===== config.mk =====
export PLATFORM = sky130hd
export DESIGN_NAME = ipv6_text_address_parser
export DESIGN_NICKNAME = d
export VERILOG_FILES = /design/src/ipv6tap_pkg.sv /design/src/ipv6_text_address_parser.sv /design/src/ipv6tap_step.sv /design/src/ipv6tap_finish.sv
export VERILOG_INCLUDE_DIRS = /design/src /design/src/src
export SDC_FILE = /design/constraint.sdc
export NUM_CORES = 1
export LEC_CHECK = 0
export BUFFER_PORTS_ARGS = -buffer_cell sky130_fd_sc_hd__buf_4
export CORE_ASPECT_RATIO = 0.75
export CORE_MARGIN = 10
export CORE_UTILIZATION = 60
export CTS_BUF_LIST = sky130_fd_sc_hd__clkbuf_16
export DETAILED_ROUTE_END_ITERATION = 10
export PLACE_DENSITY = 0.77
export REMOVE_ABC_BUFFERS = 1
export SETUP_SLACK_MARGIN = 0.1
export SYNTH_ARGS = -nofsm -noshare
export SYNTH_HDL_FRONTEND = slang
export SYNTH_SLANG_ARGS = --single-unit

===== constraint.sdc =====
create_clock -name clk -period 13.1 [get_ports clk]
set_clock_uncertainty 0.2 [all_clocks]
set_input_delay 1.31 -clock clk [delete_from_list [all_inputs] [get_ports clk]]
set_output_delay 1.31 -clock clk [all_outputs]
set_load 0.1 [all_outputs]

===== src/ipv6_text_address_parser_assert.svh =====
// Assertion macros shared by the IPv6 text address parser modules.
// Depends on a clock named clk and an active-low reset named arst_n in the including module.
`ifndef IPV6_TEXT_ADDRESS_PARSER_ASSERT_SVH
`define IPV6_TEXT_ADDRESS_PARSER_ASSERT_SVH

// Check a consequence in the same cycle as its trigger.
`define IPV6TAP_ASSERT_SAME(label, ante, cons, msg) \
	label: assert property (@(posedge clk) disable iff (!arst_n) (ante) |-> (cons)) \
		else $error(msg);

// Check a consequence in the cycle after its trigger.
`define IPV6TAP_ASSERT_NEXT(label, ante, cons, msg) \
	label: assert property (@(posedge clk) disable iff (!arst_n) (ante) |=> (cons)) \
		else $error(msg);

`endif


===== src/ipv6tap_pkg.sv =====
// Shared types, character codes and decode helpers for the IPv6 text address parser.
// No dependencies; used by ipv6tap_step, ipv6tap_finish and the top level.
package ipv6tap_pkg;

	localparam logic [7:0] CH_TERM  = 8'h00;
	localparam logic [7:0] CH_COLON = 8'h3a;
	localparam logic [7:0] CH_DOT   = 8'h2e;
	localparam logic [7:0] CH_ZERO  = 8'h30;
	localparam logic [7:0] CH_NINE  = 8'h39;
	localparam logic [7:0] CH_LA    = 8'h61;
	localparam logic [7:0] CH_LF    = 8'h66;
	localparam logic [7:0] CH_UA    = 8'h41;
	localparam logic [7:0] CH_UF    = 8'h46;

	localparam int unsigned OCTET_MAX = 255;
	localparam int unsigned IN_W      = 8;
	localparam int unsigned OUT_W     = 136;

	typedef logic [15:0] group_t;
	// Slot 0 sits in the top bits, so a flattened array is the address itself.
	typedef logic [0:7][15:0] group_arr_t;

	typedef struct packed {
		logic       vld;
		logic       alpha;
		logic [3:0] val;
	} hex_info_t;

	// Parser state handed over when the terminator is taken.
	typedef struct packed {
		logic        failed;
		logic        lead_colon;
		logic        must_not_end;
		logic        dotted;
		logic        octet_nz;
		logic [1:0]  octet_cnt;
		logic [7:0]  octet;
		logic [23:0] quad;
		logic        digit_nz;
		group_t      hex_word;
		logic [3:0]  group_cnt;
		logic        gap_seen;
		logic [2:0]  gap_idx;
		group_arr_t  head;
		group_arr_t  tail;
	} snap_t;

	function automatic hex_info_t hex_decode(input logic [7:0] c);
		hex_info_t r;
		r = '0;
		if (c >= CH_ZERO && c <= CH_NINE) begin
			r.vld = 1'b1;
			r.val = c[3:0];
		end else if ((c >= CH_LA && c <= CH_LF) || (c >= CH_UA && c <= CH_UF)) begin
			r.vld   = 1'b1;
			r.alpha = 1'b1;
			r.val   = c[3:0] + 4'd9;
		end
		return r;
	endfunction

endpackage


===== src/ipv6_text_address_parser.sv =====
// Top level of the IPv6 text address parser: stream ports and input register.
// Depends on ipv6tap_pkg, ipv6tap_step, ipv6tap_finish and the shared assertion header.
//
// Usage:
//   Send the address text on s_axis, one ASCII character per request in
//   s_axis_tdata, and end every string with a zero byte. Only the zero byte
//   produces a request on m_axis: ok in bit 0 (1 = valid address), the upper
//   64 address bits (group 0 on top) in bits 64:1, the lower 64 bits in 128:65.
//   A rejected string reports ok = 0 with both halves zero; after an error the
//   remaining characters of that string are ignored up to the terminator.
// Throughput: one character per cycle while s_axis_tready is high, strings back to back with no gap.
//   Every character passes the input register and one step of the parser state
//   registers; the terminator then goes through the finish register and the
//   output register.
// Result path: after the input register takes the terminator, the result passes the
//   finish register and then the output register before m_axis_tvalid rises.
// Reset: arst_n clears the parser to the start of a string and empties all
//   stages; no result is pending afterwards.
// Stall: characters keep flowing while m_axis_tready is low. s_axis_tready
//   drops only when a terminator waits in the input register while the finish
//   stage and the output register both hold undelivered results.
`include "ipv6_text_address_parser_assert.svh"

module ipv6_text_address_parser (
	input  logic                              clk,
	input  logic                              arst_n,
	input  logic                              s_axis_tvalid,
	output logic                              s_axis_tready,
	input  logic [ipv6tap_pkg::IN_W-1:0]      s_axis_tdata,  // [7:0] ch
	output logic                              m_axis_tvalid,
	input  logic                              m_axis_tready,
	output logic [ipv6tap_pkg::OUT_W-1:0]     m_axis_tdata   // [0] ok, [64:1] addr_high,
	                                                         // [128:65] addr_low, [135:129] zero
);

	logic               vld_s1;
	logic [7:0]         ch_s1;
	logic               consume;
	logic               room;
	ipv6tap_pkg::snap_t snap;

	// Plain characters always advance; a terminator needs a free finish slot.
	assign consume       = vld_s1 && (ch_s1 != ipv6tap_pkg::CH_TERM || room);
	assign s_axis_tready = !vld_s1 || consume;

	always_ff @(posedge clk or negedge arst_n) begin
		if (!arst_n) begin
			vld_s1 <= 1'b0;
		end else if (s_axis_tready) begin
			vld_s1 <= s_axis_tvalid;
		end
	end

	always_ff @(posedge clk) begin
		if (s_axis_tready) begin
			ch_s1 <= s_axis_tdata;
		end
	end

	ipv6tap_step u_step (
		.clk    (clk),
		.arst_n (arst_n),
		.take   (consume),
		.ch     (ch_s1),
		.snap   (snap)
	);

	ipv6tap_finish u_finish (
		.clk       (clk),
		.arst_n    (arst_n),
		.load      (consume && ch_s1 == ipv6tap_pkg::CH_TERM),
		.snap      (snap),
		.room      (room),
		.out_valid (m_axis_tvalid),
		.out_ready (m_axis_tready),
		.out_data  (m_axis_tdata)
	);

	`IPV6TAP_ASSERT_NEXT(a_term_waits, vld_s1 && !consume,
		vld_s1 && ch_s1 == $past(ch_s1), "held terminator dropped or changed")

endmodule


===== src/ipv6tap_step.sv =====
// Per-character parser state: hex groups, gap position, dotted tail and error flags.
// Depends on ipv6tap_pkg and the shared assertion header.
`include "ipv6_text_address_parser_assert.svh"

module ipv6tap_step (
	input  logic                clk,
	input  logic                arst_n,
	input  logic                take,
	input  logic [7:0]          ch,
	output ipv6tap_pkg::snap_t  snap
);

	logic [15:0] hex_word_q, hex_word_d;
	logic [2:0]  digit_cnt_q, digit_cnt_d;
	logic [3:0]  group_cnt_q, group_cnt_d;
	logic        gap_seen_q, gap_seen_d;
	logic [2:0]  gap_idx_q, gap_idx_d;
	logic        failed_q, failed_d;
	logic        at_start_q, at_start_d;
	logic        lead_colon_q, lead_colon_d;
	logic        must_not_end_q, must_not_end_d;
	logic        must_end_q, must_end_d;
	logic        dotted_q, dotted_d;
	logic [7:0]  octet_q, octet_d;
	logic [2:0]  octet_digits_q, octet_digits_d;
	logic        dec_bad_q, dec_bad_d;
	logic [1:0]  octet_cnt_q, octet_cnt_d;
	logic [23:0] quad_q, quad_d;

	ipv6tap_pkg::group_arr_t head_q, tail_q;

	ipv6tap_pkg::hex_info_t hd;
	logic [11:0] oct_sum;
	logic        push_bad;
	logic        is_dec;
	logic        run;
	logic        colon_fail;
	logic        head_we;
	logic        tail_sh;

	assign hd      = ipv6tap_pkg::hex_decode(ch);
	assign is_dec  = (ch >= ipv6tap_pkg::CH_ZERO) && (ch <= ipv6tap_pkg::CH_NINE);
	assign oct_sum = ({4'b0, octet_q} << 3) + ({4'b0, octet_q} << 1) + {8'b0, ch[3:0]};
	assign push_bad = (octet_digits_q != 3'd0 && octet_q == 8'd0) ||
		(oct_sum > 12'(ipv6tap_pkg::OCTET_MAX));
	assign colon_fail = (digit_cnt_q == 3'd0 && gap_seen_q) || (group_cnt_q >= 4'd8);

	always_comb begin
		hex_word_d     = hex_word_q;
		digit_cnt_d    = digit_cnt_q;
		group_cnt_d    = group_cnt_q;
		gap_seen_d     = gap_seen_q;
		gap_idx_d      = gap_idx_q;
		failed_d       = failed_q;
		at_start_d     = at_start_q;
		lead_colon_d   = lead_colon_q;
		must_not_end_d = must_not_end_q;
		must_end_d     = must_end_q;
		dotted_d       = dotted_q;
		octet_d        = octet_q;
		octet_digits_d = octet_digits_q;
		dec_bad_d      = dec_bad_q;
		octet_cnt_d    = octet_cnt_q;
		quad_d         = quad_q;
		head_we        = 1'b0;
		tail_sh        = 1'b0;
		run            = 1'b0;
		if (take) begin
			if (ch == ipv6tap_pkg::CH_TERM) begin
				// Start the next string from a clean slate.
				hex_word_d     = '0;
				digit_cnt_d    = '0;
				group_cnt_d    = '0;
				gap_seen_d     = 1'b0;
				gap_idx_d      = '0;
				failed_d       = 1'b0;
				at_start_d     = 1'b1;
				lead_colon_d   = 1'b0;
				must_not_end_d = 1'b0;
				must_end_d     = 1'b0;
				dotted_d       = 1'b0;
				octet_d        = '0;
				octet_digits_d = '0;
				dec_bad_d      = 1'b0;
				octet_cnt_d    = '0;
				quad_d         = '0;
			end else if (!failed_q) begin
				run = 1'b1;
				if (at_start_q) begin
					at_start_d = 1'b0;
					if (ch == ipv6tap_pkg::CH_COLON) begin
						lead_colon_d = 1'b1;
						run          = 1'b0;
					end
				end else if (lead_colon_q) begin
					lead_colon_d = 1'b0;
					if (ch != ipv6tap_pkg::CH_COLON) begin
						failed_d = 1'b1;
						run      = 1'b0;
					end
				end
				if (run && must_end_q) begin
					failed_d = 1'b1;
					run      = 1'b0;
				end
			end
		end
		if (run) begin
			must_not_end_d = 1'b0;
			must_end_d     = 1'b0;
			if (dotted_q) begin
				if (is_dec) begin
					if (push_bad) begin
						failed_d = 1'b1;
					end else begin
						octet_d = oct_sum[7:0];
						if (octet_digits_q != 3'd7) begin
							octet_digits_d = octet_digits_q + 3'd1;
						end
					end
				end else if (ch == ipv6tap_pkg::CH_DOT) begin
					if (octet_digits_q == 3'd0 || octet_cnt_q == 2'd3) begin
						failed_d = 1'b1;
					end else begin
						quad_d         = {quad_q[15:0], octet_q};
						octet_cnt_d    = octet_cnt_q + 2'd1;
						octet_d        = '0;
						octet_digits_d = '0;
						dec_bad_d      = 1'b0;
					end
				end else begin
					failed_d = 1'b1;
				end
			end else if (hd.vld) begin
				hex_word_d  = {hex_word_q[11:0], hd.val};
				digit_cnt_d = digit_cnt_q + 3'd1;
				if (digit_cnt_q >= 3'd4) begin
					failed_d = 1'b1;
				end else if (hd.alpha) begin
					dec_bad_d = 1'b1;
				end else if (!dec_bad_q) begin
					// Track the group as a possible first IPv4 octet.
					if (push_bad) begin
						dec_bad_d = 1'b1;
					end else begin
						octet_d = oct_sum[7:0];
						if (octet_digits_q != 3'd7) begin
							octet_digits_d = octet_digits_q + 3'd1;
						end
					end
				end
			end else if (ch == ipv6tap_pkg::CH_COLON) begin
				if (colon_fail) begin
					failed_d = 1'b1;
				end else begin
					if (digit_cnt_q == 3'd0) begin
						gap_seen_d = 1'b1;
						gap_idx_d  = group_cnt_q[2:0];
						head_we    = 1'b1;
					end else begin
						must_not_end_d = 1'b1;
						head_we        = !gap_seen_q;
						tail_sh        = gap_seen_q;
					end
					group_cnt_d    = group_cnt_q + 4'd1;
					must_end_d     = (group_cnt_q == 4'd7);
					hex_word_d     = '0;
					digit_cnt_d    = '0;
					octet_d        = '0;
					octet_digits_d = '0;
					dec_bad_d      = 1'b0;
				end
			end else if (ch == ipv6tap_pkg::CH_DOT) begin
				if (group_cnt_q == 4'd0 || group_cnt_q > 4'd6 || dec_bad_q ||
						octet_digits_q == 3'd0) begin
					failed_d = 1'b1;
				end else begin
					dotted_d       = 1'b1;
					quad_d         = {16'b0, octet_q};
					octet_cnt_d    = 2'd1;
					octet_d        = '0;
					octet_digits_d = '0;
					dec_bad_d      = 1'b0;
				end
			end else begin
				failed_d = 1'b1;
			end
		end
	end

	always_ff @(posedge clk or negedge arst_n) begin
		if (!arst_n) begin
			hex_word_q     <= '0;
			digit_cnt_q    <= '0;
			group_cnt_q    <= '0;
			gap_seen_q     <= 1'b0;
			gap_idx_q      <= '0;
			failed_q       <= 1'b0;
			at_start_q     <= 1'b1;
			lead_colon_q   <= 1'b0;
			must_not_end_q <= 1'b0;
			must_end_q     <= 1'b0;
			dotted_q       <= 1'b0;
			octet_q        <= '0;
			octet_digits_q <= '0;
			dec_bad_q      <= 1'b0;
			octet_cnt_q    <= '0;
			quad_q         <= '0;
		end else begin
			hex_word_q     <= hex_word_d;
			digit_cnt_q    <= digit_cnt_d;
			group_cnt_q    <= group_cnt_d;
			gap_seen_q     <= gap_seen_d;
			gap_idx_q      <= gap_idx_d;
			failed_q       <= failed_d;
			at_start_q     <= at_start_d;
			lead_colon_q   <= lead_colon_d;
			must_not_end_q <= must_not_end_d;
			must_end_q     <= must_end_d;
			dotted_q       <= dotted_d;
			octet_q        <= octet_d;
			octet_digits_q <= octet_digits_d;
			dec_bad_q      <= dec_bad_d;
			octet_cnt_q    <= octet_cnt_d;
			quad_q         <= quad_d;
		end
	end

	// Groups up to the gap land at their own slot; groups after it shift in at the bottom.
	always_ff @(posedge clk) begin
		if (head_we) begin
			head_q[group_cnt_q[2:0]] <= hex_word_q;
		end
		if (tail_sh) begin
			tail_q <= {tail_q[1:7], hex_word_q};
		end
	end

	assign snap.failed       = failed_q;
	assign snap.lead_colon   = lead_colon_q;
	assign snap.must_not_end = must_not_end_q;
	assign snap.dotted       = dotted_q;
	assign snap.octet_nz     = (octet_digits_q != 3'd0);
	assign snap.octet_cnt    = octet_cnt_q;
	assign snap.octet        = octet_q;
	assign snap.quad         = quad_q;
	assign snap.digit_nz     = (digit_cnt_q != 3'd0);
	assign snap.hex_word     = hex_word_q;
	assign snap.group_cnt    = group_cnt_q;
	assign snap.gap_seen     = gap_seen_q;
	assign snap.gap_idx      = gap_idx_q;
	assign snap.head         = head_q;
	assign snap.tail         = tail_q;

	`IPV6TAP_ASSERT_SAME(a_gap_before_count, gap_seen_q && !failed_q,
		{1'b0, gap_idx_q} < group_cnt_q, "gap index not below group count")
	`IPV6TAP_ASSERT_SAME(a_digit_limit, !failed_q, digit_cnt_q <= 3'd4,
		"hex group longer than four digits without error")
	`IPV6TAP_ASSERT_NEXT(a_clear_on_term, take && ch == ipv6tap_pkg::CH_TERM,
		at_start_q && group_cnt_q == 4'd0 && !failed_q && !dotted_q,
		"state not cleared after terminator")

endmodule


===== src/ipv6tap_finish.sv =====
// End-of-string checks, gap fill and output register of the IPv6 text address parser.
// Depends on ipv6tap_pkg and the shared assertion header.
`include "ipv6_text_address_parser_assert.svh"

module ipv6tap_finish (
	input  logic                              clk,
	input  logic                              arst_n,
	input  logic                              load,
	input  ipv6tap_pkg::snap_t                snap,
	output logic                              room,
	output logic                              out_valid,
	input  logic                              out_ready,
	output logic [ipv6tap_pkg::OUT_W-1:0]     out_data
);

	logic               vld_s2;
	ipv6tap_pkg::snap_t snap_s2;
	logic               out_vld_q;
	logic [ipv6tap_pkg::OUT_W-1:0] out_data_q;

	logic                    adv;
	logic [31:0]             quad_full;
	ipv6tap_pkg::group_arr_t head_f;
	ipv6tap_pkg::group_arr_t tail_f;
	ipv6tap_pkg::group_arr_t addr;
	logic [3:0]              gc_f;
	logic [3:0]              tail_cnt;
	logic                    bad;
	logic [127:0]            addr_flat;

	assign adv  = vld_s2 && (!out_vld_q || out_ready);
	assign room = !vld_s2 || adv;

	assign quad_full = {snap_s2.quad, snap_s2.octet};

	// Place the groups that only close at the terminator.
	always_comb begin
		head_f = snap_s2.head;
		tail_f = snap_s2.tail;
		gc_f   = snap_s2.group_cnt;
		if (snap_s2.dotted) begin
			gc_f = snap_s2.group_cnt + 4'd2;
			if (snap_s2.gap_seen) begin
				tail_f = {snap_s2.tail[2:7], quad_full};
			end else begin
				for (int i = 0; i < 8; i++) begin
					if (4'(i) == snap_s2.group_cnt) begin
						head_f[i] = quad_full[31:16];
					end
					if (4'(i) == snap_s2.group_cnt + 4'd1) begin
						head_f[i] = quad_full[15:0];
					end
				end
			end
		end else if (snap_s2.digit_nz) begin
			gc_f = snap_s2.group_cnt + 4'd1;
			if (snap_s2.gap_seen) begin
				tail_f = {snap_s2.tail[1:7], snap_s2.hex_word};
			end else begin
				for (int i = 0; i < 8; i++) begin
					if (4'(i) == snap_s2.group_cnt) begin
						head_f[i] = snap_s2.hex_word;
					end
				end
			end
		end
	end

	always_comb begin
		bad = snap_s2.failed || snap_s2.lead_colon || snap_s2.must_not_end;
		if (snap_s2.dotted) begin
			if (!snap_s2.octet_nz || snap_s2.octet_cnt != 2'd3 || snap_s2.group_cnt > 4'd6) begin
				bad = 1'b1;
			end
		end else if (snap_s2.digit_nz && snap_s2.group_cnt >= 4'd8) begin
			bad = 1'b1;
		end
		if (gc_f < 4'd8 && !snap_s2.gap_seen) begin
			bad = 1'b1;
		end
	end

	assign tail_cnt = gc_f - {1'b0, snap_s2.gap_idx} - 4'd1;

	// Widen the gap: head up to it, zeros, then the tail groups bottom-aligned.
	always_comb begin
		for (int i = 0; i < 8; i++) begin
			if (bad) begin
				addr[i] = '0;
			end else if (!snap_s2.gap_seen || 3'(i) <= snap_s2.gap_idx) begin
				addr[i] = head_f[i];
			end else if ({1'b0, 4'(i)} + {1'b0, tail_cnt} >= 5'd8) begin
				addr[i] = tail_f[i];
			end else begin
				addr[i] = '0;
			end
		end
	end

	assign addr_flat = addr;

	always_ff @(posedge clk or negedge arst_n) begin
		if (!arst_n) begin
			vld_s2    <= 1'b0;
			out_vld_q <= 1'b0;
		end else begin
			if (room) begin
				vld_s2 <= load;
			end
			if (!out_vld_q || out_ready) begin
				out_vld_q <= adv;
			end
		end
	end

	always_ff @(posedge clk) begin
		if (room && load) begin
			snap_s2 <= snap;
		end
		if (adv) begin
			out_data_q <= {7'b0, addr_flat[63:0], addr_flat[127:64], !bad};
		end
	end

	assign out_valid = out_vld_q;
	assign out_data  = out_data_q;

	`IPV6TAP_ASSERT_SAME(a_zero_on_reject, out_vld_q && !out_data_q[0],
		out_data_q[128:1] == 128'd0, "rejected string with nonzero address")
	`IPV6TAP_ASSERT_NEXT(a_s2_hold, vld_s2 && !adv, vld_s2 && $stable(snap_s2),
		"finished string lost while output stalled")

endmodule


Word-level counts from Yosys, hierarchy flattened
Cells that the tools add are included.
{ "totals": {"register_bits": 787, "input_bits": 12, "out_inout_bits": 138, "wordCells": 436} }
{ "classes": {"n_addsub": 18, "n_lt_le_gt_ge": 31, "n_eq_ne": 23, "n_mux": 238, "bitwise": 1, "reduce_logical": 58} }
{ "op_table": {"columns": ["op", "count"], "rows": [
  ["$mux 128", 8],
  ["$mux 16", 48],
  ["$mux 24", 11],
  ["$bwmux 128", 1],
  ["$mux 8", 16],
  ["$mux 1", 99],
  ["$mux 3", 32],
  ["$demux 16 s3", 1],
  ["$mux 4", 10],
  ["$ge 5x4->1 const B", 7],
  ["$eq 3x4->1 const A", 8],
  ["$logic_or 1x1->1", 23],
  ["$mux 2", 11],
  ["$add 3x4->5 const A", 4],
  ["$eq 2x4->1 const A", 4],
  ["$eq 8x6->1 const B", 2],
  ["$ge 4x4->1 const B", 4],
  ["$ge 8x7->1 const B", 2],
  ["$le 8x7->1 const B", 2],
  ["$logic_not 8->1", 2],
  ["$logic_and 1x1->1", 13],
  ["$add 11x9->12", 1],
  ["$add 12x4->12", 1],
  ["$gt 12x8->1 const B", 1],
  ["34 further kinds", 58]
]} }

Depth between registers and ports, before layout
{ "logic_depth": {"word_depth": 18, "depth_mapped": 16, "mapped_depth_nobuf": 13} }

Hierarchy
Synthesis repeated with hierarchy kept, for this count alone.
{ "unflattened": {"hier_cells": 2764, "hier_area_um2": 35167.5} }
{ "by_module_without_submodules": {"columns": ["mod", "instances", "cells_each", "area_per_inst_um2", "seq_area_each_um2"], "rows": [
  ["ipv6tap_finish", 1, 2025, 22754.3, 13052.5],
  ["ipv6tap_step", 1, 722, 12084.1, 9465.3],
  ["ipv6_text_address_parser", 1, 17, 329.1, 265.3]
]} }

Worst setup path after synthesis
OpenSTA, ideal clock, no wires.
{ "synth_path": {"path_type": "input to register", "start": "in m_axis_tready", "end": "reg u_step.octet_q[1]", "setup_ns": 0.128, "t_arrival_ns": 8.601, "t_required_ns": 12.772, "slack_ns": 4.171, "cell_stages": 6, "n_path_buf": 1, "cell_sequence": "nand3b_1 nand4_1 clkbuf_1 inv_1 o22ai_1 a22o_1"} }
{ "synth_via": {"elab_chain_cells": 13, "elab_cells_between_ends": 21, "cone_classes": "mux: 16; reduce/logical: 5"} }
{ "synth_rtl": {"columns": ["element", "line", "text"], "rows": [
  ["from (decl)", "ipv6_text_address_parser.sv:31", "input logic m_axis_tready,"],
  ["$logic_or 1x1->1 (*)", "ipv6tap_finish.sv:31", "assign adv = vld_s2 && (!out_vld_q || out_ready);"],
  ["$logic_and 1x1->1 (*)", "ipv6tap_finish.sv:31", null],
  ["$logic_or 1x1->1 (*)", "ipv6tap_finish.sv:32", "assign room = !vld_s2 || adv;"],
  ["$logic_or 1x1->1 (*)", "ipv6_text_address_parser.sv:43", "assign consume = vld_s1 && (ch_s1 != ipv6tap_pkg::CH_TERM || room);"],
  ["$logic_and 1x1->1 (*)", "ipv6_text_address_parser.sv:43", null],
  ["$mux 8", "ipv6tap_step.sv:68", "if (take) begin"],
  ["$mux 8", "ipv6tap_step.sv:113, ipv6tap_step.sv:143", null],
  ["$mux 8", "ipv6tap_step.sv:141", "end else if (!dec_bad_q) begin"],
  ["$mux 8", "ipv6tap_step.sv:139", "end else if (hd.alpha) begin"],
  ["$mux 8", "ipv6tap_step.sv:137", "if (digit_cnt_q >= 3'd4) begin"],
  ["$mux 8", "ipv6tap_step.sv:134", "end else if (hd.vld) begin"],
  ["$mux 8", "ipv6tap_step.sv:111", "if (dotted_q) begin"],
  ["$mux 8 (*)", "ipv6tap_step.sv:108", "if (run) begin"],
  ["net u_step.octet_d[1]", "ipv6tap_step.sv:24", "logic [7:0] octet_q, octet_d;"],
  ["to (signal assigned)", "ipv6tap_step.sv:221", "octet_q <= octet_d;"],
  ["to (decl)", "ipv6tap_step.sv:24", null]
]} }
The timed path passes the listed nets; every way through them passes the cells marked *.
A chain may end at the register's enable or synchronous reset.

Worst setup path in the final report
{ "layout_path": {"start": "reg u_finish.snap_s2[280] (netlist bit)", "end": "reg u_finish.out_data_q (netlist bit u_finish.out_data[11]) (data pin)"} }
{ "layout_via": {"elab_chain_cells": 8, "elab_cells_between_ends": 18, "cone_classes": "add/sub: 3; order compare: 2; mux: 11; reduce/logical: 2"} }
{ "layout_rtl": {"columns": ["element", "line", "text"], "rows": [
  ["from (decl)", "ipv6tap_finish.sv:17", "ipv6tap_pkg::snap_t snap_s2;"],
  ["from (signal assigned)", "ipv6tap_finish.sv:118", "snap_s2 <= snap;"],
  ["$mux 4", "ipv6tap_finish.sv:55", "end else if (snap_s2.digit_nz) begin"],
  ["$mux 4", "ipv6tap_finish.sv:41", "if (snap_s2.dotted) begin"],
  ["$sub 4x3->4", "ipv6tap_finish.sv:83", "assign tail_cnt = gc_f - {1'b0, snap_s2.gap_idx} - 4'd1;"],
  ["$sub 4x1->4", "ipv6tap_finish.sv:83", null],
  ["$add 2x4->5", "ipv6tap_finish.sv:92", "end else if ({1'b0, 4'(i)} + {1'b0, tail_cnt} >= 5'd8) begin"],
  ["$ge 5x4->1", "ipv6tap_finish.sv:92", null],
  ["$mux 16", "ipv6tap_finish.sv:92", null],
  ["$mux 16", "ipv6tap_finish.sv:90", "end else if (!snap_s2.gap_seen || 3'(i) <= snap_s2.gap_idx) begin"],
  ["to (signal assigned)", "ipv6tap_finish.sv:121", "out_data_q <= {7'b0, addr_flat[63:0], addr_flat[127:64], !bad};"],
  ["to (decl)", "ipv6tap_finish.sv:19", "logic [ipv6tap_pkg::OUT_W-1:0] out_data_q;"]
]} }
Several ways; a longest one is shown, not always the timed one.

==> impl_metrics.ini <==
[detailed_routing]
final_antenna_net_count = 0
viasPerCell = 6.90
drc = 0
dr.pass1.iters = 7
wl_per_cell_um = 27.5
drt_wl_total_um = 106000
vias = 26700
drt_iter0_drc = 4683

[pwr]
peakVddDrop_mv = 0.107
combPwrFrac_pct = 1.1
pwr-share-clk_pct = 42.7
pwr-share-seq_pct = 56.1
switchingPower_mw = 0.956
p_int_mw = 3.70
power_leakage_nw = 14.7
p_sw_share_pct = 20.5
powerDensity_mw_per_mm2 = 121

[setup_path]
critPathArrivalTime_ns = 5.25
r2r-start = u_finish.snap_s2[280]$_DFFE_PP_
cp-startpoint = u_finish.snap_s2[280]$_DFFE_PP_
critPathRequiredTime_ns = 13.34
crit_fanout = 202
end_kind = flip-flop
cp-endpoint = u_finish.out_data[11]$_SDFFCE_PN0P_
worstSetupStartpointType = flip-flop
r2r_cells = 13
r2r_slack_ns = 8.09
reg2reg_to = u_finish.out_data[11]$_SDFFCE_PN0P_
criticalPathCategory = flip-flop to flip-flop

[yosys]
synth_top_area_cell = edfxtp_1
syn_area_per_cell_um2 = 11.6
synth-edff-count = 681
synth-async-reset-ratio_pct = 9.80
yosysWarnings = 0
synth_area_mm2 = 0.0349
ys_seq_area_share_pct = 63.9
ys_seq_elements = 755
synthDominantCellAreaShare_pct = 58.6
synth_cell_types = 81
synth_area_leaders = edfxtp_1, dfrtp_1, nor2_1
synthCells = 3015
synth_ff_type = edfxtp_1

[layout]
antennaDiodeCount = 0
post-route-util_pct = 67.1
layout_commonest_cell = edfxtp_1
nNetsFinal = 3091
drive_gt1_share_pct = 11.0
stdcell_count = 3866
final_cell_mix = edfxtp_1, nor2_1, nand2_1
syn2layout_area_growth_pct = 10.6

[clock_network]
post_cts_buffers = 0
cts-resized-gates = 0
clockBufferDepth = 3
cts_tree = yes
numCtsBuffers = 71
clock-sinks = 755
htree_levels = 3
clk_latency_ns = 0.64
hold_buffers = 0
cts.reportedPaths.clkPinSlew_ns = 0.06
cts_root_buf = clkbuf_16

[global_route]
grt_pass1_wl_um = 157000
grt_max_degree = 203
antenna_found_initial = 1
grt_pass1_vias = 25300
grt_overflow = 0
grtUsageTotal_pct = 30.1

[sta]
setup_tns_ns = 0
fin_crit_sh_pct = 38.3
slew_violations = 0
final-setup-viol-count = 0
rsz0062_at_grt = false
slew_headroom_pct = 5.16
hold_viol = 0
max_freq_mhz = 199
tightest_slew_ns = 1.42
min_period_ns = 5.01

[run_status]
status = finished clean

[die]
initial_utilization_pct = 60.7
dieArea_mm2 = 0.0683
die_y_um = 229
io_pins = 150
core_area_mm2 = 0.0575
rows = 76
die_w_um = 299

[placement]
numPortBuffers = 142
dp_hpwl_um = 63000
gp_congestion = 0.895
dp.cells = 3741

[worst_hold_path]
hp-class = flip-flop to flip-flop

[run]
cap_violations = 0
-- cells in the mapped netlist, drive strengths merged, types with 3 or more instances --
cell and count:
edfxtp 681, nor2 364, nand2 271, a21oi 263, o21ai 196, clkbuf 184
o22ai 131, inv 122, mux2i 106, a31oi 86, dfrtp 73, buf 64
o22a 54, ha 42, nand3 38, a22o 35, o211ai 35, a22oi 33
o32ai 33, o221ai 24, a21o 16, nor3 16, mux2 15, nand4 10
nand2b 9, a211o 7, o21a 7, a211oi 6, and2 6, o31ai 6
xnor2 6, xor2 6, nor2b 5, or3 5, a32oi 4, o2111ai 4
o21bai 4, or2 4, a221oi 3, a32o 3, fa 3, nor3b 3
nor4 3
-- registers in the layout, indices dropped and copies added (netlist names), 2 cells and up --
register,flops
u_finish.snap_s2,272
u_step.snap,240
u_finish.out_data,129
u_finish.quad_full,32
u_step.quad_q,24
u_step.hex_word_q,16
ch_s1,8
u_step.octet_q,8
u_step.group_cnt_q,4
u_step.digit_cnt_q,3
u_step.gap_idx_q,3
u_step.octet_digits_q,3
u_step.octet_cnt_q,2
-- how the worst min path moves through the flow --
stage / startpoint / endpoint / slack, ns / cells past startpoint
after floorplan: u_step.snap[100]$_DFFE_PP_ / u_finish.snap_s2[100]$_DFFE_PP_ / 0.20 / 0
after global placement: u_step.snap[157]$_DFFE_PP_ / u_finish.snap_s2[157]$_DFFE_PP_ / 0.20 / 0
after detailed placement: u_step.snap[141]$_DFFE_PP_ / u_finish.snap_s2[141]$_DFFE_PP_ / 0.20 / 0
after CTS: u_step.snap[192]$_DFFE_PP_ / u_finish.snap_s2[192]$_DFFE_PP_ / 0.21 / 0
after global routing: u_step.snap[192]$_DFFE_PP_ / u_finish.snap_s2[192]$_DFFE_PP_ / 0.21 / 0
final: u_step.snap[192]$_DFFE_PP_ / u_finish.snap_s2[192]$_DFFE_PP_ / 0.21 / 0
-- logic make-up after synthesis --
family / share of synthesized area, %
other: 0.0107
AND/OR/NAND/NOR: 8.99
flip-flops: 63.9
buffers and inverters: 4.27
AO/OA/AOI/OAI: 17.3
XOR/XNOR: 0.322
multiplexers: 3.52
adder cells (fa/ha/maj): 1.68
-- metrics by stage --
step / setup WS (ns) / hold slack [ns] / power, mW / area (um^2)
6_report: 8.09 / 0.214 / 4.66 / 38600
5_1_grt: 7.78 / 0.215 / 4.77 / 38600
2_1_floorplan: 1.70 / 0.200 / 2.69 / 33900
4_1_cts: 8.26 / 0.215 / 4.66 / 38600
3_5_place_dp: 8.23 / 0.205 / 2.71 / 36500
3_3_place_gp: 8.47 / 0.200 / 2.71 / 36500
-- layout make-up --
cell class	count	area [um^2]
flip-flops and latches	755	22300
fillers	4036	18900
multi-input cells	1896	11300
clock buffers	71	1780
repair buffers	188	1450
well taps	780	976
inverters	122	465
clock inverters	54	382
-- worst max-delay path: stages, from the launching register on --
cell and delay, ns:
edfxtp_1 0.37, buf_12 0.63, nor2b_1 0.29, xnor2_1 0.10, ha_1 0.23, fa_1 0.42
xor2_1 0.41, inv_1 0.25, a32oi_1 0.25, nor2_1 0.06, a211oi_1 0.23, nand2_1 0.53
buf_4 0.45, o32ai_1 0.35
-- power groups by stage --
stage	clock (mW)	combinational (mW)	sequential (mW)
6_report	1.99	0.0518	2.61
5_1_grt	2.10	0.0568	2.61
4_1_cts	2.00	0.0511	2.61
3_5_place_dp	0	0.0507	2.66
3_3_place_gp	0	0.0491	2.66
2_1_floorplan	0	0.0340	2.66
-- routing by layer --
metal / GRT usage (%) / vias up / share of wire [%]
met1: 40.3 / 12800 / 37
met2: 43.9 / 2207 / 43
li1: - / 11300 / -
met3: 9.89 / 397 / 15
met5: 0 / - / 0
met4: 14.3 / 0 / 5.2
Power figures use the tool's default switching activity.
